File: config.mk
export PLATFORM = sky130hd
export DESIGN_NAME = current_autorange_controller_flat
export DESIGN_NICKNAME = d
export VERILOG_FILES = /design/src/rtl/car_pkg.sv /design/src/rtl/car_ifs.sv /design/src/rtl/current_autorange_controller.sv /design/src/flat_wrapper.sv
export VERILOG_INCLUDE_DIRS = /design/src /design/src/rtl
export SDC_FILE = /design/constraint.sdc
export NUM_CORES = 1
export LEC_CHECK = 0
export ABC_AREA = 1
export BUFFER_PORTS_ARGS = -buffer_cell sky130_fd_sc_hd__buf_2
export CAP_MARGIN = 30
export CORE_MARGIN = 2
export CORE_UTILIZATION = 65
export CTS_BUF_LIST = sky130_fd_sc_hd__clkbuf_8
export DETAILED_ROUTE_END_ITERATION = 10
export PLACE_DENSITY = 0.95
export REMOVE_ABC_BUFFERS = 1
export SYNTH_ARGS = -nofsm -noshare
export SYNTH_HDL_FRONTEND = slang
export SYNTH_SLANG_ARGS = --single-unit
File: constraint.sdc
create_clock -name clk -period 9.9 [get_ports clk]
set_input_delay 1.485 -clock clk [delete_from_list [all_inputs] [get_ports clk]]
set_output_delay 1.485 -clock clk [all_outputs]
set_load 0.05 [all_outputs]
File: src/rtl/assert_macros.svh
// -----------------------------------------------------------------------------
// Assertion macros
// Concurrent assertion wrappers shared by the RTL; define ASSERT_OFF to drop them.
// -----------------------------------------------------------------------------
`ifndef ASSERT_MACROS_SVH
`define ASSERT_MACROS_SVH

`ifndef ASSERT_OFF

// Check that cond implies prop in the same cycle.
`define ASSERT_IMPLIES(label, clk, rst_n, cond, prop) \
    label: assert property (@(posedge clk) disable iff (!rst_n) (cond) |-> (prop)) \
        else $error("assertion failed");

// Check that cond implies prop in the cycle after.
`define ASSERT_NEXT(label, clk, rst_n, cond, prop) \
    label: assert property (@(posedge clk) disable iff (!rst_n) (cond) |=> (prop)) \
        else $error("assertion failed");

`else

`define ASSERT_IMPLIES(label, clk, rst_n, cond, prop)
`define ASSERT_NEXT(label, clk, rst_n, cond, prop)

`endif

`endif

File: src/rtl/car_pkg.sv
// -----------------------------------------------------------------------------
// Autorange controller package
// Sizes, codes and limit constants shared by the controller and its interfaces.
// -----------------------------------------------------------------------------
package car_pkg;

    localparam int NUM_RANGES = 10;
    localparam int ADC_BITS   = 16;

    localparam int CODE_PORT_W = 16;
    localparam int RANGE_W     = 4;
    localparam int DRIVE_W     = NUM_RANGES;
    localparam int CODE_W      = (ADC_BITS < CODE_PORT_W) ? ADC_BITS : CODE_PORT_W;
    localparam int WIN_W       = ADC_BITS + 1;
    localparam int LIM_W       = ADC_BITS + 18;
    localparam int CFG_DATA_W  = 15;
    localparam int CFG_INDEX_W = 2;
    localparam int BIAS_W      = 15;

    localparam logic [RANGE_W-1:0] RANGE_MAX = RANGE_W'(NUM_RANGES);

    localparam longint WIN_LO_VAL = (longint'(32'h7900) << ADC_BITS) >>> 16;
    localparam longint WIN_HI_VAL = (longint'(32'h8800) << ADC_BITS) >>> 16;
    localparam logic [WIN_W-1:0] WIN_LO = WIN_W'(WIN_LO_VAL);
    localparam logic [WIN_W-1:0] WIN_HI = WIN_W'(WIN_HI_VAL);

    localparam longint FULL_SCALE = (longint'(1) << ADC_BITS) - 1;
    localparam logic signed [LIM_W-1:0] CODE_SCALE   = LIM_W'(30000);
    localparam logic signed [LIM_W-1:0] HI_OFFSET    = LIM_W'(27000);
    localparam logic signed [LIM_W-1:0] LO_OFFSET    = LIM_W'(3000);
    localparam logic signed [LIM_W-1:0] HI_LIM_RESET = LIM_W'(27000 * FULL_SCALE);
    localparam logic signed [LIM_W-1:0] LO_LIM_RESET = LIM_W'(3000 * FULL_SCALE);

    localparam logic [RANGE_W-1:0] MAX_RANGE_RESET = RANGE_W'(10);

    typedef enum logic {
        OP_SAMPLE = 1'b0,
        OP_LOAD   = 1'b1
    } op_t;

    typedef enum logic [1:0] {
        STATUS_NONE   = 2'd0,
        STATUS_CONT   = 2'd1,
        STATUS_LOCKED = 2'd2
    } status_t;

    typedef enum logic [CFG_INDEX_W-1:0] {
        CFG_AUTO_ENABLE  = 2'd0,
        CFG_BIAS_MV      = 2'd1,
        CFG_MAX_RANGE    = 2'd2,
        CFG_ORIGIN_RANGE = 2'd3
    } cfg_index_t;

    function automatic logic [DRIVE_W-1:0] drive_of(input logic [RANGE_W-1:0] r);
        logic [DRIVE_W-1:0] d;
        d = '0;
        for (int k = 1; k <= NUM_RANGES; k++)
        begin
            if (r == RANGE_W'(k))
            begin
                d[k-1] = 1'b1;
            end
        end
        return d;
    endfunction

endpackage

File: src/rtl/car_ifs.sv
// -----------------------------------------------------------------------------
// Autorange controller channels
// Valid/ready stream interfaces for samples and results.
// -----------------------------------------------------------------------------
interface car_in_if;
    logic                          valid;
    logic                          ready;
    car_pkg::op_t                  op;
    logic [car_pkg::CODE_PORT_W-1:0] adc_code;
    logic [car_pkg::RANGE_W-1:0]   range_value;

    modport source (output valid, output op, output adc_code, output range_value,
                    input ready);
    modport sink   (input valid, input op, input adc_code, input range_value,
                    output ready);
endinterface

interface car_out_if;
    logic                        valid;
    logic                        ready;
    logic                        retry;
    logic [car_pkg::RANGE_W-1:0] active_range;
    logic [car_pkg::DRIVE_W-1:0] relay_drive;
    car_pkg::status_t            change_status;

    modport source (output valid, output retry, output active_range,
                    output relay_drive, output change_status, input ready);
    modport sink   (input valid, input retry, input active_range,
                    input relay_drive, input change_status, output ready);
endinterface

File: src/rtl/current_autorange_controller.sv
// -----------------------------------------------------------------------------
// Current autorange controller
// An accepted sample is registered at input; its result is registered at the output.
// Throughput: one per cycle unless output stalls; single compare-and-update stage.
// A stalled output holds the result register; the input register holds behind it.
// Reset clears range (no relay), lock, valids and restores register defaults.
// -----------------------------------------------------------------------------
`include "assert_macros.svh"

module current_autorange_controller
(
    input  logic                               clk,
    input  logic                               rst_n,
    car_in_if.sink                             sample_in,
    car_out_if.source                          result_out,
    input  logic                               cfg_we,
    input  logic [car_pkg::CFG_INDEX_W-1:0]    cfg_index,
    input  logic [car_pkg::CFG_DATA_W-1:0]     cfg_wdata
);

    localparam int LW = car_pkg::LIM_W;
    localparam int RW = car_pkg::RANGE_W;

    logic                       auto_enable_reg;
    logic [RW-1:0]              max_range_reg;
    logic [RW-1:0]              origin_range_reg;
    logic signed [LW-1:0]       hi_lim_reg;
    logic signed [LW-1:0]       lo_lim_reg;

    logic                       s1_valid_reg;
    car_pkg::op_t               s1_op_reg;
    logic [car_pkg::CODE_W-1:0] s1_code_reg;
    logic [RW-1:0]              s1_range_reg;

    logic [RW-1:0]              range_now_reg;
    logic                       locked_reg;

    logic                       out_valid_reg;
    logic                       retry_reg;
    logic [RW-1:0]              active_range_reg;
    logic [car_pkg::DRIVE_W-1:0] relay_drive_reg;
    car_pkg::status_t           status_reg;

    logic                       advance;
    logic                       accept;

    logic signed [LW-1:0]       bias_ext;
    logic signed [LW-1:0]       hi_term;
    logic signed [LW-1:0]       lo_term;
    logic signed [LW-1:0]       code_ext;
    logic signed [LW-1:0]       lhs;
    logic [car_pkg::WIN_W-1:0]  code_win;
    logic                       over;
    logic                       near_zero;
    logic [RW-1:0]              top;
    logic [RW-1:0]              range_dn;
    logic [RW-1:0]              range_up;

    logic [RW-1:0]              range_next;
    logic                       locked_next;
    logic                       retry_next;
    car_pkg::status_t           status_next;

    assign advance         = s1_valid_reg && (!out_valid_reg || result_out.ready);
    assign sample_in.ready = !s1_valid_reg || advance;
    assign accept          = sample_in.valid && sample_in.ready;

    assign bias_ext = LW'($signed(cfg_wdata[car_pkg::BIAS_W-1:0]));
    assign hi_term  = car_pkg::HI_OFFSET - bias_ext;
    assign lo_term  = car_pkg::LO_OFFSET - bias_ext;

    always_ff @(posedge clk or negedge rst_n)
    begin
        if (!rst_n)
        begin
            auto_enable_reg  <= 1'b0;
            max_range_reg    <= car_pkg::MAX_RANGE_RESET;
            origin_range_reg <= '0;
            hi_lim_reg       <= car_pkg::HI_LIM_RESET;
            lo_lim_reg       <= car_pkg::LO_LIM_RESET;
        end
        else if (cfg_we)
        begin
            case (cfg_index)
                car_pkg::CFG_AUTO_ENABLE:
                begin
                    auto_enable_reg <= cfg_wdata[0];
                end
                car_pkg::CFG_BIAS_MV:
                begin
                    hi_lim_reg <= (hi_term <<< car_pkg::ADC_BITS) - hi_term;
                    lo_lim_reg <= (lo_term <<< car_pkg::ADC_BITS) - lo_term;
                end
                car_pkg::CFG_MAX_RANGE:
                begin
                    max_range_reg <= cfg_wdata[RW-1:0];
                end
                car_pkg::CFG_ORIGIN_RANGE:
                begin
                    origin_range_reg <= cfg_wdata[RW-1:0];
                end
                default:
                begin
                    auto_enable_reg <= auto_enable_reg;
                end
            endcase
        end
    end

    always_ff @(posedge clk or negedge rst_n)
    begin
        if (!rst_n)
        begin
            s1_valid_reg <= 1'b0;
        end
        else if (sample_in.ready)
        begin
            s1_valid_reg <= sample_in.valid;
        end
    end

    always_ff @(posedge clk)
    begin
        if (accept)
        begin
            s1_op_reg    <= sample_in.op;
            s1_code_reg  <= sample_in.adc_code[car_pkg::CODE_W-1:0];
            s1_range_reg <= sample_in.range_value;
        end
    end

    assign code_ext  = LW'(s1_code_reg);
    assign lhs       = code_ext * car_pkg::CODE_SCALE;
    assign over      = (lhs > hi_lim_reg) || (lhs < lo_lim_reg);
    assign code_win  = car_pkg::WIN_W'(s1_code_reg);
    assign near_zero = (code_win >= car_pkg::WIN_LO) && (code_win < car_pkg::WIN_HI);
    assign top       = (max_range_reg > car_pkg::RANGE_MAX) ? car_pkg::RANGE_MAX
                                                            : max_range_reg;
    assign range_dn  = range_now_reg - RW'(1);
    assign range_up  = range_now_reg + RW'(1);

    always_comb
    begin
        range_next  = range_now_reg;
        locked_next = locked_reg;
        retry_next  = 1'b0;
        status_next = car_pkg::STATUS_NONE;
        case (s1_op_reg)
            car_pkg::OP_LOAD:
            begin
                range_next  = (s1_range_reg > car_pkg::RANGE_MAX) ? car_pkg::RANGE_MAX
                                                                  : s1_range_reg;
                retry_next  = (range_next != range_now_reg);
                locked_next = 1'b0;
            end
            car_pkg::OP_SAMPLE:
            begin
                if (auto_enable_reg && !locked_reg)
                begin
                    if (over)
                    begin
                        if (range_now_reg > RW'(1))
                        begin
                            range_next = range_dn;
                            retry_next = 1'b1;
                            if (range_dn == origin_range_reg)
                            begin
                                status_next = car_pkg::STATUS_LOCKED;
                                locked_next = 1'b1;
                            end
                            else
                            begin
                                status_next = car_pkg::STATUS_CONT;
                            end
                        end
                    end
                    else if (near_zero && (range_now_reg < top))
                    begin
                        retry_next = 1'b1;
                        if (range_up == origin_range_reg)
                        begin
                            status_next = car_pkg::STATUS_LOCKED;
                            locked_next = 1'b1;
                        end
                        else
                        begin
                            range_next  = range_up;
                            status_next = car_pkg::STATUS_CONT;
                        end
                    end
                end
            end
            default:
            begin
                range_next = range_now_reg;
            end
        endcase
    end

    always_ff @(posedge clk or negedge rst_n)
    begin
        if (!rst_n)
        begin
            range_now_reg <= '0;
            locked_reg    <= 1'b0;
            out_valid_reg <= 1'b0;
        end
        else
        begin
            if (advance)
            begin
                range_now_reg <= range_next;
                locked_reg    <= locked_next;
            end
            if (advance)
            begin
                out_valid_reg <= 1'b1;
            end
            else if (result_out.ready)
            begin
                out_valid_reg <= 1'b0;
            end
        end
    end

    always_ff @(posedge clk)
    begin
        if (advance)
        begin
            retry_reg        <= retry_next;
            active_range_reg <= range_next;
            relay_drive_reg  <= car_pkg::drive_of(range_next);
            status_reg       <= status_next;
        end
    end

    assign result_out.valid         = out_valid_reg;
    assign result_out.retry         = retry_reg;
    assign result_out.active_range  = active_range_reg;
    assign result_out.relay_drive   = relay_drive_reg;
    assign result_out.change_status = status_reg;

    `ASSERT_IMPLIES(a_drive_onehot, clk, rst_n, out_valid_reg, $onehot0(relay_drive_reg))
    `ASSERT_IMPLIES(a_lock_retry, clk, rst_n, out_valid_reg && status_reg == car_pkg::STATUS_LOCKED, retry_reg)
    `ASSERT_NEXT(a_load_unlocks, clk, rst_n, advance && s1_op_reg == car_pkg::OP_LOAD, !locked_reg)
    `ASSERT_IMPLIES(a_range_bound, clk, rst_n, 1'b1, range_now_reg <= car_pkg::RANGE_MAX)

endmodule

File: src/flat_wrapper.sv
// flat-port wrapper written by rule: the top's interface ports become plain ports
module current_autorange_controller_flat 
  (clk, rst_n, cfg_we, cfg_index, cfg_wdata, sample_in_valid, sample_in_op, sample_in_adc_code, sample_in_range_value, sample_in_ready, result_out_valid, result_out_retry, result_out_active_range, result_out_relay_drive, result_out_change_status, result_out_ready);
  car_in_if sample_in_i ();
  car_out_if result_out_i ();
  input  logic clk;
  input  logic rst_n;
  input  logic cfg_we;
  input  logic [car_pkg::CFG_INDEX_W-1:0] cfg_index;
  input  logic [car_pkg::CFG_DATA_W-1:0] cfg_wdata;
  input wire logic [$bits(sample_in_i.valid)-1:0] sample_in_valid;
  input wire logic [$bits(sample_in_i.op)-1:0] sample_in_op;
  input wire logic [$bits(sample_in_i.adc_code)-1:0] sample_in_adc_code;
  input wire logic [$bits(sample_in_i.range_value)-1:0] sample_in_range_value;
  output wire logic [$bits(sample_in_i.ready)-1:0] sample_in_ready;
  output wire logic [$bits(result_out_i.valid)-1:0] result_out_valid;
  output wire logic [$bits(result_out_i.retry)-1:0] result_out_retry;
  output wire logic [$bits(result_out_i.active_range)-1:0] result_out_active_range;
  output wire logic [$bits(result_out_i.relay_drive)-1:0] result_out_relay_drive;
  output wire logic [$bits(result_out_i.change_status)-1:0] result_out_change_status;
  input wire logic [$bits(result_out_i.ready)-1:0] result_out_ready;
  assign sample_in_i.valid = sample_in_valid;
  assign sample_in_i.op = sample_in_op;
  assign sample_in_i.adc_code = sample_in_adc_code;
  assign sample_in_i.range_value = sample_in_range_value;
  assign sample_in_ready = sample_in_i.ready;
  assign result_out_valid = result_out_i.valid;
  assign result_out_retry = result_out_i.retry;
  assign result_out_active_range = result_out_i.active_range;
  assign result_out_relay_drive = result_out_i.relay_drive;
  assign result_out_change_status = result_out_i.change_status;
  assign result_out_i.ready = result_out_ready;
  current_autorange_controller u_core (.clk(clk), .rst_n(rst_n), .sample_in(sample_in_i), .result_out(result_out_i), .cfg_we(cfg_we), .cfg_index(cfg_index), .cfg_wdata(cfg_wdata));
endmodule
# [Word-level counts from Yosys, hierarchy flattened]
# Cells that the tools add are included.
[op_classes] bitwise=2 mul=1 n_mux=37 addsub=6 magnitude_cmp=8 reduce_logical=19 n_eq_ne=21
[ops] op="$sub 34x34->34" count=2
[ops] op="$gt 34x34->1" count=1
[ops] op="$lt 34x34->1" count=1
[ops] op="$mux 4" count=7
[ops] op="$mul 16x11->27 const B" count=1
[ops] op="$mux 1" count=22
[ops] op="$sub 16x15->17 const A" count=1
[ops] op="$eq 4x3->1 const B" count=4
[ops] op="$ge 16x15->1 const B" count=1
[ops] op="$lt 16x16->1 const B" count=1
[ops] op="$sub 13x15->16 const A" count=1
[ops] op="$eq 4x4->1 const B" count=3
[ops] op="$mux 2" count=5
[ops] op="$eq 4x2->1 const B" count=2
[ops] op="$eq 4x4->1" count=2
[ops] op="$gt 4x4->1 const B" count=2
[ops] op="$pmux 4 s2" count=1
[ops] op="$reduce_and 2->1" count=4
[ops] op="$ne 3x1->1 const B" count=2
[ops] op="$ne 3x3->1 const B" count=2
[ops] op="$reduce_and 6->1" count=1
[ops] op="$logic_and 1x1->1" count=5
[ops] op="$add 4x1->4 const B" count=1
[ops] op="$eq 2x2->1 const B" count=2
[ops] op="14 further kinds" count=20
[totals] in_bits=43 register_bits=122

# [Logic depth before layout (Yosys ltp)]
[logic_depth] ltp_word=10 mapped_depth=37 ltp_nobuf=36

# [Least setup slack after synthesis]
# Ideal clock, no wire load.
[synth_timing] path_type="reg2reg" from="register u_core.s1_code_reg[6] in the netlist's numbering" to="register u_core.relay_drive_reg (netlist bit u_core.result_out.relay_drive[0]) (data pin)" stages_incl_launch_ff=36 setup_time_ns=0.254 required_time_ns=9.646 period_less_slack_ns=6.362 path_buffers=1 slack_ns=3.538 arrival_ns=6.108 cell_sequence="edfxtp_1 fa_1 inv_1 fa_1 inv_1 fa_1 fa_1 inv_1 fa_1 inv_1 ha_1 nand2_1 nor4_1 nand4_1 nand3_1 nand2_1 nand3_1 xor2_1 inv_1 ha_1 nand2_1 nor2_1 nand4_1 nor2_1 nand2_1 nand2_1 nor2_1 nand3_1 nand2_2 buf_4 nand2_1 nand3_1 nand2_2 inv_1 nand2_1 nor2_1"
[synth_between] elab_chain_cells=9 word_cells_on_any_way=14 cone_classes="1 x mul; 4 x order compare; 1 x eq/ne; 5 x mux; 3 x reduce/logical"
[synth_lines] item="from (decl)" line="current_autorange_controller.sv:32" text="logic [car_pkg::CODE_W-1:0] s1_code_reg;"
[synth_lines] item="from (signal assigned)" line="current_autorange_controller.sv:127" text="s1_code_reg <= sample_in.adc_code[car_pkg::CODE_W-1:0];"
[synth_lines] item="parallel branches: the longest is 4 deep, another holds $gt 34x34->1"
[synth_lines] item="$mux 4 *" line="current_autorange_controller.sv:160" text="if (over)"
[synth_lines] item="$mux 4 *" line="current_autorange_controller.sv:158" text="if (auto_enable_reg && !locked_reg)"
[synth_lines] item="$pmux 4 s2 *" line="current_autorange_controller.sv:148" text="case (s1_op_reg)"
[synth_lines] item="net u_core.range_next[1]" line="current_autorange_controller.sv:59" text="logic [RW-1:0] range_next;"
[synth_lines] item="$eq 4x1->1 *" line="car_pkg.sv:59" text="if (r == RANGE_W'(k))"
[synth_lines] item="$mux 1 *" line="car_pkg.sv:59"
[synth_lines] item="to (signal assigned)" line="current_autorange_controller.sv:232" text="relay_drive_reg <= car_pkg::drive_of(range_next);"
[synth_lines] item="to (decl)" line="current_autorange_controller.sv:41" text="logic [car_pkg::DRIVE_W-1:0] relay_drive_reg;"
# Mark *: on every way through the listed nets, which the timed path passes.
# A chain may end at the register's enable or synchronous reset.

# [Final worst setup path]
[layout_timing] from="register u_core.s1_code_reg[5] in the netlist's numbering" to="register u_core.relay_drive_reg (netlist bit u_core.result_out.relay_drive[3]) (data pin)"
[layout_between] elab_chain_cells=9 word_cells_on_any_way=14 cone_classes="1 x mul; 4 x order compare; 1 x eq/ne; 5 x mux; 3 x reduce/logical"
[layout_lines] item="parallel branches: the longest is 4 deep, another holds $gt 34x34->1"
[layout_lines] item="$mux 4 *" line="current_autorange_controller.sv:160"
[layout_lines] item="$mux 4 *" line="current_autorange_controller.sv:158"
[layout_lines] item="$pmux 4 s2 *" line="current_autorange_controller.sv:148"
[layout_lines] item="net u_core.range_next[3]" line="current_autorange_controller.sv:59"
[layout_lines] item="$eq 4x3->1 *" line="car_pkg.sv:59"
[layout_lines] item="$mux 1 *" line="car_pkg.sv:59"
# Marked as above.

==> impl_results.md <==
* Worst Hold End: u_core.lo_lim_reg[27]
* CTS Sinks at 116
* Reg-to-Reg End: u_core.result_out.relay_drive[3]
* Fin crit share at 0.753
* Global-route wire length before repair at 54600 um
* Vias per cell at 5.88
* Final setup fails at 0
* P_sw at 2.63 mW
* Combinational Power Share at 0.749
* Largest family of logic cells by synthesized area: adder cells
* Drt wl/cell at 17.3 um
* Uppermost layer routed: met4
* GRT Util Overall at 0.344
* Row count at 50
* Fin crit period at 7.46 ns
* Die width at 142 um
* Hold path cells at 2
* Met1 wire length at 13300 um
* HP Start: u_core.lo_lim_reg[27]
* Number of global-route vias before repair at 11224
* Synth Area in Adders at 0.264
* Max-Cap Viols at 0
* Port bufs at 61
* Slew @ Worst Pin at 0.889 ns
* Setup Skew at 0.0136 ns
* Final Net Count at 1943
* Compound-Gate Fraction of Synth Area at 0.0942
* Sequential share of power at 0.142
* Setup TNS at 0 ns
* CP arrival at 7.67 ns
* HP Class: reg2reg
* PnR worst setup slack at 2.44 ns
* R2r startpoint: u_core.s1_code_reg[5]
* Synth Warn # at 0
* Async set-reset flop share out of synthesis at 0.672
* Mux share of post-synthesis cell area at 0
* Switch share at 0.543
* Unrepaired setup endpoints after global routing: no
* HPWL after detailed placement at 25900 um
* Commonest non-fill, non-tap cell in the layout: nand2_1
* Post-synth EDFFs at 38
* Commonest register cell after synthesis: dfrtp_1
* Cell count after synthesis at 1611
* Seq/Total Area, Yosys at 0.255
* Max Clock Freq at 134 MHz
* Postcts setup bufs at 0
* DR WL met2 at 16300 um
* LEAKAGE at 6.87 nW
* WL met3 at 2290 um
* Average cell area after synthesis at 7.64 um^2
* Largest net degree at the start of global routing at 79
* Routed WL at 33300 um
* Worst slack, placed at 2.67 ns
* DRT Pass-1 Iters at 7
* Most frequent cells in the layout: 378 x nand2_1, 291 x inv_1, 162 x ha_1, 130 x nor2_1, 90 x nand3_1
* Share of cells above drive strength 1 at 0.109
* CTS tree: built
* Initial Util at 0.660
* Num CTS Buffers at 17
* Pwr dens at 364 nW/um^2
* Reg2reg setup slack at 2.44 ns
* Vias post-DR at 11310
* Kind of start point of the critical path: register
* Core area at 18600 um^2
* Global route total overflow at 0
* CP peak stage delay at 0.54 ns
* Simple logic cell fraction of the synthesized area at 0.249
* Bufs on Longest Clock Path at 2
* H-tree depth at 4
* Clk pwr share at 0.109
* CP most frequent cell: nand2_1
* VDD IR max at 0.000265 V
* Hold_buf cts at 0
* Final ANT Viol Nets at 0
* Gpl congestion at 0.959
* Endpoints failing hold at 0
* Crit-path slowest cell: edfxtp_1
* WP data required at 10.12 ns
* Clock-pin slew on the worst setup and hold paths at 0.08 ns
* Die H at 142 um
* Area Growth Syn to Fin at 8.30%
* Rel. slew slack at 0.407
* Crit Path Max Fanout at 11
* Int Pwr at 2.21 mW
* Root buffer cell: clkbuf_8
* Num ports at 62
* XOR/XNOR share of the synthesized area at 0.0399
* Worst-skew pair later-pin latency at 0.47 ns
* Status: finished clean
* Critical path class: reg2reg
* Seq cells post-synth at 116
* Post_cts resized at 0
* Initial antenna violation count at 1
* Drc violations at 0
* Die area at 20100 um^2
* Number of max-slew violations in the final report at 0
* Max FFs per register at 34
* Worst R2R Path Depth at 34
* Initial DRC count at 1114
* Post-Syn Area at 12300 um^2
* Synth cell types at 55
* Fin Hold WS at 0.472 ns
* CP Capture Type: register
==> worst max-delay path, delay by kind of cell, from the launching register on <==
kind                       cells  cell delay [ns]
and+or+nand+nor               20             2.70
buffers and inverters          6             0.56
adders and majority gates      7             3.21
xor gates and xnor gates       1             0.16
DFF                            1             0.54
==> final cells by class <==
class,count,area (um^2)
clock buffers,17,234
multi-input cells,1178,7960
clock inverters,15,225
well taps,234,293
diodes,1,2.50
flip-flops and latches,116,3130
repair buffers,64,350
fillers,1381,5320
inverters,300,1130
==> per-stage QoR <==
stage                     power, mW  instances  utilization  area [um^2]
after global routing           5.29       1925        0.715        13300
after global placement         3.88       1891        0.689        12800
after detailed placement       4.08       1891        0.689        12800
after floorplan                3.23       1594            -        12200
final                          4.85       1925        0.715        13300
after CTS                      4.69       1923        0.713        13300
==> power by group through the flow <==
stage / clock [mW] / combinational, mW / sequential, mW
6_report: 0.527 / 3.63 / 0.690
5_1_grt: 0.541 / 4.05 / 0.700
4_1_cts: 0.522 / 3.48 / 0.687
3_5_place_dp: 0 / 3.39 / 0.694
3_3_place_gp: 0 / 3.19 / 0.688
2_1_floorplan: 0 / 2.50 / 0.723
==> how the worst max path moves through the flow <==
stage | to | depth (start not counted) | start | slack (ns)
global placement | u_core.result_out.relay_drive[3] | 36 | u_core.s1_code_reg[5] | 3.06
detailed placement | u_core.result_out.relay_drive[3] | 34 | u_core.s1_code_reg[6] | 2.67
floorplan | u_core.result_out.relay_drive[3] | 34 | u_core.s1_code_reg[6] | 3.58
global route | u_core.result_out.relay_drive[3] | 34 | u_core.s1_code_reg[6] | 2.05
finish | u_core.result_out.relay_drive[3] | 34 | u_core.s1_code_reg[5] | 2.44
CTS | u_core.result_out.relay_drive[3] | 34 | u_core.s1_code_reg[6] | 2.56
==> cell families after synthesis <==
| kind of cell | Yosys count |
|---|---|
| AO/OA/AOI/OAI | 206 |
| XOR/XNOR | 53 |
| buffers and inverters | 317 |
| AND/OR/NAND/NOR | 696 |
| adder cells (fa/ha/maj) | 223 |
| flip-flops | 116 |
==> metal layers <==
layer | vias up | global-route usage
met5 | - | 0
met4 | 0 | 0.146
met3 | 133 | 0.0658
met2 | 551 | 0.598
met1 | 5334 | 0.421
li1 | 5292 | -
==> synthesized netlist by cell type, drive strengths merged, types with 23 or more instances <==
cell type | number | area, um^2
a21oi | 76 | 384
dfrtp | 45 | 1130
dfstp | 33 | 867
edfxtp | 38 | 1140
fa | 61 | 1220
ha | 162 | 2030
inv | 297 | 1120
nand2 | 400 | 1580
nand3 | 94 | 505
nor2 | 143 | 599
nor3 | 23 | 131
o21ai | 80 | 400
xor2 | 39 | 368
Power figures use the tool's default switching activity.
